File: src/rtl/refcount_delta_cache_defines.svh
// Assertion macros for the reference-count delta cache.
`ifndef REFCOUNT_DELTA_CACHE_DEFINES_SVH
`define REFCOUNT_DELTA_CACHE_DEFINES_SVH

// expr must hold at every edge outside reset
`define RDC_ASSERT_ALWAYS(label, clk, rst, expr, msg) \
   label: assert property (@(posedge clk) disable iff (rst) (expr)) else $error(msg);

// cons must hold in the same cycle as ante
`define RDC_ASSERT_IMPLY(label, clk, rst, ante, cons, msg) \
   label: assert property (@(posedge clk) disable iff (rst) (ante) |-> (cons)) else $error(msg);

`endif

File: src/rtl/rdc_pkg.sv
// Shared types and constants for the reference-count delta cache.
`timescale 1ns / 1ps

package rdc_pkg;

   typedef enum logic [1:0] {
      OP_INC  = 2'd0,
      OP_DEC  = 2'd1,
      OP_TICK = 2'd2
   } opcode_type;

   typedef enum logic [1:0] {
      KIND_EVICT = 2'd0,
      KIND_DONE  = 2'd1,
      KIND_SKIP  = 2'd2
   } kind_type;

   localparam logic [31:0]        HASH_MUL  = 32'h9E37_0001;
   localparam logic signed [31:0] DELTA_MAX = 32'sh7FFF_FFFF;
   localparam logic signed [31:0] DELTA_MIN = 32'sh8000_0000;

   localparam int CMD_DEPTH = 2;
   localparam int RSP_DEPTH = 2;

   // classified item handed from front to back (slot index rides beside it)
   typedef struct packed {
      logic [1:0]  op;
      logic [31:0] id;
      logic [31:0] epoch;
   } cmd_type;

   typedef struct packed {
      kind_type           kind;
      logic [31:0]        id;
      logic signed [31:0] delta;
      logic               last;
   } rsp_type;

endpackage

File: src/rtl/refcount_delta_cache.sv
// Top level of the reference-count delta cache.
//
//  channel  ports                                         handshake
//  ------   --------------------------------------------  -----------------------
//  item in  req_opcode, req_object_id, req_epoch_now       push & !full
//  item out rsp_kind, rsp_evicted_id, rsp_evicted_delta,   pop & !empty
//           rsp_last
//
// Increment/decrement: slot read-modify-write (registered memory read, then
// write); no new item is taken before the write. Tick, new epoch: a walk of every
// slot, one per cycle while the result queue accepts, then a done record; else a
// skip record. Reset clears valid bits and the local epoch. A full result queue
// stalls the back end; a full command queue stalls the front and raises full.
`timescale 1ns / 1ps
`include "refcount_delta_cache_defines.svh"

module refcount_delta_cache import rdc_pkg::*; #(
   parameter int SLOTS     = 32,
   parameter int SLOT_BITS = 5
) (
   input  logic               clock,
   input  logic               reset,
   input  logic               push,
   output logic               full,
   input  logic [1:0]         req_opcode,
   input  logic [31:0]        req_object_id,
   input  logic [31:0]        req_epoch_now,
   output logic               empty,
   input  logic               pop,
   output logic [1:0]         rsp_kind,
   output logic [31:0]        rsp_evicted_id,
   output logic signed [31:0] rsp_evicted_delta,
   output logic               rsp_last
);

   localparam int IDX_W = $clog2(SLOTS);
   localparam int CMD_W = $bits(cmd_type) + IDX_W;
   localparam int RSP_W = $bits(rsp_type);

   logic             cmd_push, cmd_full, cmd_pop, cmd_empty;
   logic [CMD_W-1:0] cmd_wdata, cmd_rdata;
   logic             rsp_push, rsp_full;
   rsp_type          rsp_wdata;
   logic [RSP_W-1:0] rsp_rdata;
   rsp_type          rsp_head;

   rdc_front #(
      .SLOTS     (SLOTS),
      .SLOT_BITS (SLOT_BITS),
      .IDX_W     (IDX_W)
   ) u_front (
      .clock     (clock),
      .reset     (reset),
      .push      (push),
      .full      (full),
      .opcode    (req_opcode),
      .object_id (req_object_id),
      .epoch_now (req_epoch_now),
      .cmd_push  (cmd_push),
      .cmd_full  (cmd_full),
      .cmd_data  (cmd_wdata)
   );

   rdc_fifo #(
      .WIDTH (CMD_W),
      .DEPTH (CMD_DEPTH)
   ) u_cmd_q (
      .clock (clock),
      .reset (reset),
      .push  (cmd_push),
      .full  (cmd_full),
      .wdata (cmd_wdata),
      .pop   (cmd_pop),
      .empty (cmd_empty),
      .rdata (cmd_rdata)
   );

   rdc_back #(
      .SLOTS (SLOTS),
      .IDX_W (IDX_W)
   ) u_back (
      .clock     (clock),
      .reset     (reset),
      .cmd_empty (cmd_empty),
      .cmd_pop   (cmd_pop),
      .cmd_data  (cmd_rdata),
      .rsp_full  (rsp_full),
      .rsp_push  (rsp_push),
      .rsp_data  (rsp_wdata)
   );

   rdc_fifo #(
      .WIDTH (RSP_W),
      .DEPTH (RSP_DEPTH)
   ) u_rsp_q (
      .clock (clock),
      .reset (reset),
      .push  (rsp_push),
      .full  (rsp_full),
      .wdata (rsp_wdata),
      .pop   (pop),
      .empty (empty),
      .rdata (rsp_rdata)
   );

   assign rsp_head          = rsp_type'(rsp_rdata);
   assign rsp_kind          = rsp_head.kind;
   assign rsp_evicted_id    = rsp_head.id;
   assign rsp_evicted_delta = rsp_head.delta;
   assign rsp_last          = rsp_head.last;

   `RDC_ASSERT_ALWAYS(a_cmd_no_overflow, clock, reset, !(cmd_push && cmd_full), "command queue overflow")
   `RDC_ASSERT_ALWAYS(a_rsp_no_overflow, clock, reset, !(rsp_push && rsp_full), "result queue overflow")
   `RDC_ASSERT_IMPLY(a_status_is_last, clock, reset, !empty && (rsp_kind != KIND_EVICT), rsp_last, "done/skip record without last")
   `RDC_ASSERT_IMPLY(a_empty_after_reset, clock, reset, $past(reset), empty && !cmd_push, "item present right after reset")

endmodule

File: src/rtl/rdc_fifo.sv
// Small register FIFO used between front and back and on the result side.
`timescale 1ns / 1ps

module rdc_fifo #(
   parameter int WIDTH = 8,
   parameter int DEPTH = 2
) (
   input  logic             clock,
   input  logic             reset,
   input  logic             push,
   output logic             full,
   input  logic [WIDTH-1:0] wdata,
   input  logic             pop,
   output logic             empty,
   output logic [WIDTH-1:0] rdata
);

   localparam int PTR_W = $clog2(DEPTH);
   localparam int CNT_W = $clog2(DEPTH + 1);

   logic [WIDTH-1:0] entry_ff [DEPTH];
   logic [PTR_W-1:0] wr_ptr_ff, wr_ptr_in;
   logic [PTR_W-1:0] rd_ptr_ff, rd_ptr_in;
   logic [CNT_W-1:0] count_ff, count_in;
   logic             do_push, do_pop;

   assign full    = (count_ff == CNT_W'(DEPTH));
   assign empty   = (count_ff == '0);
   assign do_push = push && !full;
   assign do_pop  = pop && !empty;
   assign rdata   = entry_ff[rd_ptr_ff];

   always_comb begin
      wr_ptr_in = wr_ptr_ff;
      rd_ptr_in = rd_ptr_ff;
      count_in  = count_ff;
      if (do_push) begin
         wr_ptr_in = (wr_ptr_ff == PTR_W'(DEPTH - 1)) ? '0 : wr_ptr_ff + 1'b1;
      end
      if (do_pop) begin
         rd_ptr_in = (rd_ptr_ff == PTR_W'(DEPTH - 1)) ? '0 : rd_ptr_ff + 1'b1;
      end
      if (do_push && !do_pop) begin
         count_in = count_ff + 1'b1;
      end else if (do_pop && !do_push) begin
         count_in = count_ff - 1'b1;
      end
   end

   always_ff @(posedge clock) begin
      if (reset) begin
         wr_ptr_ff <= '0;
         rd_ptr_ff <= '0;
         count_ff  <= '0;
      end else begin
         wr_ptr_ff <= wr_ptr_in;
         rd_ptr_ff <= rd_ptr_in;
         count_ff  <= count_in;
      end
   end

   always_ff @(posedge clock) begin
      if (do_push) begin
         entry_ff[wr_ptr_ff] <= wdata;
      end
   end

endmodule

File: src/rtl/rdc_front.sv
// Front end: accepts items, hashes the object id to a slot, drops unused opcodes.
`timescale 1ns / 1ps

module rdc_front import rdc_pkg::*; #(
   parameter int SLOTS     = 32,
   parameter int SLOT_BITS = 5,
   parameter int IDX_W     = $clog2(SLOTS)
) (
   input  logic                             clock,
   input  logic                             reset,
   input  logic                             push,
   output logic                             full,
   input  logic [1:0]                       opcode,
   input  logic [31:0]                      object_id,
   input  logic [31:0]                      epoch_now,
   output logic                             cmd_push,
   input  logic                             cmd_full,
   output logic [$bits(cmd_type)+IDX_W-1:0] cmd_data
);

   logic              s1_valid_ff, s1_valid_in;
   logic [1:0]        s1_op_ff;
   logic [31:0]       s1_id_ff;
   logic [31:0]       s1_epoch_ff;
   logic [31:0]       s1_hash_ff;
   logic [31:0]       hash_in;
   logic              s1_is_cmd;
   logic              drain;
   logic [IDX_W-1:0]  slot;
   cmd_type           cmd;

   // remainder by SLOTS, one bit per step
   function automatic logic [IDX_W-1:0] reduce_slot(input logic [SLOT_BITS-1:0] h);
      logic [IDX_W:0] r;
      r = '0;
      for (int i = SLOT_BITS - 1; i >= 0; i--) begin
         r = {r[IDX_W-1:0], h[i]};
         if (r >= (IDX_W + 1)'(SLOTS)) begin
            r = r - (IDX_W + 1)'(SLOTS);
         end
      end
      return r[IDX_W-1:0];
   endfunction

   assign hash_in   = object_id * HASH_MUL;
   assign s1_is_cmd = (s1_op_ff == OP_INC) || (s1_op_ff == OP_DEC) || (s1_op_ff == OP_TICK);
   assign drain     = !s1_valid_ff || !s1_is_cmd || !cmd_full;
   assign full      = !drain;
   assign cmd_push  = s1_valid_ff && s1_is_cmd && !cmd_full;
   assign slot      = reduce_slot(s1_hash_ff[31 -: SLOT_BITS]);
   assign s1_valid_in = drain ? push : s1_valid_ff;

   always_comb begin
      cmd.op    = s1_op_ff;
      cmd.id    = s1_id_ff;
      cmd.epoch = s1_epoch_ff;
      cmd_data  = {cmd, slot};
   end

   always_ff @(posedge clock) begin
      if (reset) begin
         s1_valid_ff <= 1'b0;
      end else begin
         s1_valid_ff <= s1_valid_in;
      end
   end

   always_ff @(posedge clock) begin
      if (drain && push) begin
         s1_op_ff    <= opcode;
         s1_id_ff    <= object_id;
         s1_epoch_ff <= epoch_now;
         s1_hash_ff  <= hash_in;
      end
   end

endmodule

File: src/rtl/rdc_back.sv
// Back end: slot read-modify-write, eviction, and the epoch flush walk.
`timescale 1ns / 1ps

module rdc_back import rdc_pkg::*; #(
   parameter int SLOTS = 32,
   parameter int IDX_W = $clog2(SLOTS)
) (
   input  logic                             clock,
   input  logic                             reset,
   input  logic                             cmd_empty,
   output logic                             cmd_pop,
   input  logic [$bits(cmd_type)+IDX_W-1:0] cmd_data,
   input  logic                             rsp_full,
   output logic                             rsp_push,
   output rsp_type                          rsp_data
);

   localparam int CMD_W = $bits(cmd_type);

   typedef enum logic [1:0] {
      S_IDLE,
      S_UPD,
      S_WALK,
      S_FINAL
   } state_type;

   state_type          state_ff;
   logic [1:0]         cur_op_ff;
   logic [31:0]        cur_id_ff;
   logic [IDX_W-1:0]   cur_slot_ff;
   logic [IDX_W-1:0]   walk_ff;
   kind_type           fin_kind_ff;
   logic [31:0]        epoch_ff;
   logic [SLOTS-1:0]   valid_ff;

   logic [31:0]        tag_mem_ff   [SLOTS];
   logic signed [31:0] delta_mem_ff [SLOTS];
   logic [31:0]        rd_tag_ff;
   logic signed [31:0] rd_delta_ff;

   cmd_type            head;
   logic [IDX_W-1:0]   head_slot;
   logic [IDX_W-1:0]   rd_addr;
   logic               slot_v, hit, evict, upd_go;
   logic signed [31:0] base, new_delta;
   logic               walk_emit, walk_adv, walk_last;
   logic               mem_we;

   assign head      = cmd_type'(cmd_data[CMD_W+IDX_W-1 -: CMD_W]);
   assign head_slot = cmd_data[IDX_W-1:0];
   assign cmd_pop   = (state_ff == S_IDLE) && !cmd_empty;

   assign slot_v = valid_ff[cur_slot_ff];
   assign hit    = slot_v && (rd_tag_ff == cur_id_ff);
   assign evict  = slot_v && !hit && (rd_delta_ff != '0);
   assign upd_go = !evict || !rsp_full;
   assign base   = hit ? rd_delta_ff : '0;

   always_comb begin
      if (cur_op_ff == OP_INC) begin
         new_delta = (base == DELTA_MAX) ? base : base + 32'sd1;
      end else begin
         new_delta = (base == DELTA_MIN) ? base : base - 32'sd1;
      end
   end

   assign walk_emit = valid_ff[walk_ff] && (rd_delta_ff != '0);
   assign walk_adv  = !walk_emit || !rsp_full;
   assign walk_last = (walk_ff == IDX_W'(SLOTS - 1));
   assign mem_we    = (state_ff == S_UPD) && upd_go;

   always_comb begin
      unique case (state_ff)
         S_IDLE:  rd_addr = (head.op == OP_TICK) ? '0 : head_slot;
         S_UPD:   rd_addr = cur_slot_ff;
         S_WALK:  rd_addr = (walk_adv && !walk_last) ? walk_ff + 1'b1 : walk_ff;
         default: rd_addr = cur_slot_ff;
      endcase
   end

   always_comb begin
      rsp_data.kind  = KIND_EVICT;
      rsp_data.id    = rd_tag_ff;
      rsp_data.delta = rd_delta_ff;
      rsp_data.last  = 1'b1;
      rsp_push       = 1'b0;
      unique case (state_ff)
         S_UPD: begin
            rsp_push = evict && !rsp_full;
         end
         S_WALK: begin
            rsp_push      = walk_emit && !rsp_full;
            rsp_data.last = 1'b0;
         end
         S_FINAL: begin
            rsp_push       = !rsp_full;
            rsp_data.kind  = fin_kind_ff;
            rsp_data.id    = '0;
            rsp_data.delta = '0;
         end
         default: begin
            rsp_push = 1'b0;
         end
      endcase
   end

   always_ff @(posedge clock) begin
      if (reset) begin
         state_ff <= S_IDLE;
         valid_ff <= '0;
         epoch_ff <= '0;
      end else begin
         unique case (state_ff)
            S_IDLE: begin
               if (!cmd_empty) begin
                  cur_op_ff   <= head.op;
                  cur_id_ff   <= head.id;
                  cur_slot_ff <= head_slot;
                  if (head.op == OP_TICK) begin
                     if (head.epoch == epoch_ff) begin
                        fin_kind_ff <= KIND_SKIP;
                        state_ff    <= S_FINAL;
                     end else begin
                        epoch_ff <= head.epoch;
                        walk_ff  <= '0;
                        state_ff <= S_WALK;
                     end
                  end else begin
                     state_ff <= S_UPD;
                  end
               end
            end
            S_UPD: begin
               if (upd_go) begin
                  valid_ff[cur_slot_ff] <= 1'b1;
                  state_ff              <= S_IDLE;
               end
            end
            S_WALK: begin
               if (walk_adv) begin
                  valid_ff[walk_ff] <= 1'b0;
                  if (walk_last) begin
                     fin_kind_ff <= KIND_DONE;
                     state_ff    <= S_FINAL;
                  end else begin
                     walk_ff <= walk_ff + 1'b1;
                  end
               end
            end
            S_FINAL: begin
               if (!rsp_full) begin
                  state_ff <= S_IDLE;
               end
            end
            default: state_ff <= S_IDLE;
         endcase
      end
   end

   always_ff @(posedge clock) begin
      if (mem_we) begin
         tag_mem_ff[cur_slot_ff]   <= cur_id_ff;
         delta_mem_ff[cur_slot_ff] <= new_delta;
      end
      rd_tag_ff   <= tag_mem_ff[rd_addr];
      rd_delta_ff <= delta_mem_ff[rd_addr];
   end

endmodule
File: config.mk
export PLATFORM = sky130hd
export DESIGN_NAME = refcount_delta_cache
export DESIGN_NICKNAME = d
export VERILOG_FILES = /design/src/rtl/rdc_pkg.sv /design/src/rtl/refcount_delta_cache.sv /design/src/rtl/rdc_fifo.sv /design/src/rtl/rdc_front.sv /design/src/rtl/rdc_back.sv
export VERILOG_INCLUDE_DIRS = /design/src /design/src/rtl
export SDC_FILE = /design/constraint.sdc
export NUM_CORES = 2
export LEC_CHECK = 0
export BUFFER_PORTS_ARGS = -buffer_cell sky130_fd_sc_hd__buf_2
export CAP_MARGIN = 25
export CORE_ASPECT_RATIO = 1.4
export CORE_MARGIN = 2
export CORE_UTILIZATION = 40
export DETAILED_ROUTE_END_ITERATION = 12
export PLACE_DENSITY = 0.66
export SYNTH_ARGS = -nofsm -noshare
export SYNTH_HDL_FRONTEND = slang
export SYNTH_SLANG_ARGS = --single-unit
File: constraint.sdc
create_clock -name clock -period 16.4 [get_ports clock]
set_input_delay 0.82 -clock clock [delete_from_list [all_inputs] [get_ports clock]]
set_output_delay 0.82 -clock clock [all_outputs]
set_load 0.05 [all_outputs]
==> flow_summary.json <==
{
  "status": "finished, final reports clean",
  "synth_top_cell_area_share": 0.6780,
  "finalInstanceArea_mm2": 0.1210,
  "gp_congestion": 0.8739,
  "worstPathArrival_ns": 8.52,
  "worst_pin_slew_ns": 1.218,
  "peakVddDrop_v": 0.0002234,
  "crit_start": "u_back.cur_id_ff[14]",
  "coreArea_mm2": 0.2686,
  "cts_setup_buffers": 0,
  "critPathCaptureType": "flop",
  "maxCapViolCount": 0,
  "clk_pin_slew_worst_paths_ns": 0.06,
  "critical_path_class": "reg2reg",
  "drc_errors": 0,
  "synth-seq-area-share": 0.7041,
  "grt_max_degree": 170,
  "synth.most_common_cell": "edfxtp_1",
  "fp-row-count": 225,
  "die_w_um": 443.4,
  "ys_async_sr_fraction": 0,
  "slew_headroom": 0.1880,
  "syn-cell-area_mm2": 0.1081,
  "vias": 71062,
  "worst_hold_path_type": "in2reg",
  "drt_first_iter_violations": 9916,
  "critPathLaunchType": "flop",
  "routed_wl_mm": 330.6,
  "antenna_found_initial": 8,
  "io_pins": 139,
  "min_period_ns": 8.218,
  "layout.nets": 8170,
  "ctsHtreeMaxLevel": 4,
  "fin_crit_sh": 0.5011,
  "dieArea_mm2": 0.2745,
  "total_power_w": 0.02327,
  "ys_seq_elements": 2582,
  "wire_per_inst_um": 28.37,
  "cp.required_ns": 16.70,
  "cts_hold_buf": 0,
  "yosys_warnings": 0,
  "start_util": 0.4026,
  "slew_viol_final": 0,
  "finalHoldViolCount": 0,
  "synth.distinct_cells": 88,
  "yosys-top-cells-area": "edfxtp_1 (68%), nand2_1 (5.8%), dfxtp_1 (2.6%)",
  "rsz0062_at_grt": "no",
  "postLayoutCoreUtil": 0.4505,
  "yosys.area.top_type": "edfxtp_1",
  "root_buffer": "clkbuf_16",
  "skew_ns": 0.09230,
  "tns_ns": 0,
  "leakage_nw": 41.20,
  "finalSetupViolations": 0,
  "place_area_mm2": 0.1131,
  "first_pass_iters": 6,
  "drive_gt1_frac": 0.1128,
  "port_buffers": 138,
  "grt_pass1_wl_mm": 469.2,
  "track_usage": 0.2315,
  "die_h_um": 619.1,
  "power_density_mw_per_mm2": 192.3,
  "grt_overflow": 0,
  "synth_edf_count": 2441,
  "fmax_mhz": 121.7,
  "dpl.hpwl_mm": 179.1,
  "max-clock-path-buffers": 4,
  "synth_common_cells": "edfxtp_1 (2441), nand2_1 (1672), nand3_1 (329), clkbuf_1 (323), and3_1 (236)",
  "crit_path_max_fanout": 63,
  "hold_start": "req_epoch_now[8]",
  "clk_latency_ns": 0.95,
  "cts_sinks": 2582,
  "cts_buffers": 245,
  "r2r_start": "u_back.cur_id_ff[14]",
  "avgViaCountPerCell": 6.098,
  "synth_fp_nets": 8122,
  "grt_pass1_vias": 69224,
  "postCtsResizedCells": 0,
  "postSynthCellCount": 7884,
  "cts_tree": "done",
  "antenna_left": 0,
  "synth_top_flop_cell": "edfxtp_1",
  "syn_area_per_cell_um2": 13.71,
  "area_growth_pct": 11.91
}
==> through the flow <==
| step | hold slack (ns) | instances | setup WS (ns) |
|---|---|---|---|
| floorplan | 0.4215 | 7884 | 9.455 |
| global placement | 0.4229 | 11186 | 8.447 |
| detailed placement | 0.4319 | 11196 | 8.459 |
| CTS | 0.06707 | 11642 | 8.441 |
| global route | 0.08326 | 11650 | 7.886 |
| finish | 0.1063 | 11653 | 8.182 |
==> placed cells by master, fill, tap and decap left out, types with 141 or more instances in the layout <==
cell type,Yosys,layout
nand2_1,1672,1672
a22o_1,235,235
mux2i_1,196,196
buf_4,19,183
clkbuf_16,0,245
nand3_1,329,328
a31oi_1,162,161
inv_1,141,141
a221oi_1,211,211
and3_1,236,234
edfxtp_1,2441,2441
==> metal layers <==
layer	global-route usage	up-vias	part of all wire
met2	0.3897	4206	0.48
met5	0	-	0.000039
li1	-	30120	-
met4	0.1475	2	0.071
met1	0.2798	35819	0.36
met3	0.03204	915	0.091
==> report_power, final <==
| group | switching [W] | total, W | internal (W) |
|---|---|---|---|
| Combinational | 0.00651 | 0.00948 | 0.00296 |
| Sequential | 0.000373 | 0.00826 | 0.00789 |
| Clock | 0.00244 | 0.00553 | 0.00309 |
==> layout make-up <==
class	count	area [um2]
Antenna cell	4	10.01
Clock buffer	321	6546
Clock inverter	125	1169
Fill cell	23397	147600
Inverter	142	533.0
Multi-Input combinational cell	4612	29590
Sequential cell	2582	76130
Tap cell	3518	4402
Timing Repair Buffer	349	2613
==> cells by family after synthesis <==
| group | Yosys count | share of synthesized area |
|---|---|---|
| buffers and inverters | 690 | 0.02692 |
| flip-flops | 2582 | 0.7041 |
| multiplexers | 311 | 0.03096 |
| AO/OA/AOI/OAI | 1311 | 0.09487 |
| adder cells (fa/ha/maj) | 168 | 0.02305 |
| AND/OR/NAND/NOR | 2710 | 0.1110 |
| XOR/XNOR | 112 | 0.009073 |
==> worst max-delay path, stage by stage, from the launching register on <==
cell and delay [ns]:
edfxtp_1 0.77, xnor2_1 0.54, nand4_1 0.25, nor4_2 0.97
and3_2 0.36, buf_4 0.54, nand2_1 0.30, inv_1 0.13
ha_1 0.23, nand3_1 0.13, or4_1 0.57, nor3_1 0.50
nor3_1 0.21, nor3b_1 0.24, o22ai_1 0.41, nand2b_1 0.50
nand3_1 0.91
==> final timing paths <==
check	endpoint	slack, ns	cells after the start
worst min register to register	u_cmd_q.entry_ff[1][39]	0.41	0
worst max-delay path	u_back.delta_mem_ff[18][26]	8.18	16
worst min-delay path	u_front.s1_epoch_ff[8]	0.11	1
worst max register to register	u_back.delta_mem_ff[18][26]	8.18	16
==> flip-flops by register name (all words and copies together) (netlist names), 5 cells and up, named ones only <==
register	cells
u_front.s1_epoch_ff	32
u_back.rd_delta_ff	32
u_front.s1_id_ff	16
u_cmd_q.entry_ff	142
u_back.cur_slot_ff	5
u_back.tag_mem_ff	1024
u_back.cur_id_ff	32
u_back.walk_ff	5
u_back.rd_tag_ff	32
u_back.delta_mem_ff	1024
u_front.s1_hash_ff	21
u_back.valid_ff	32
u_back.epoch_ff	32
u_rsp_q.entry_ff	134
Power figures use the tool's default switching activity.
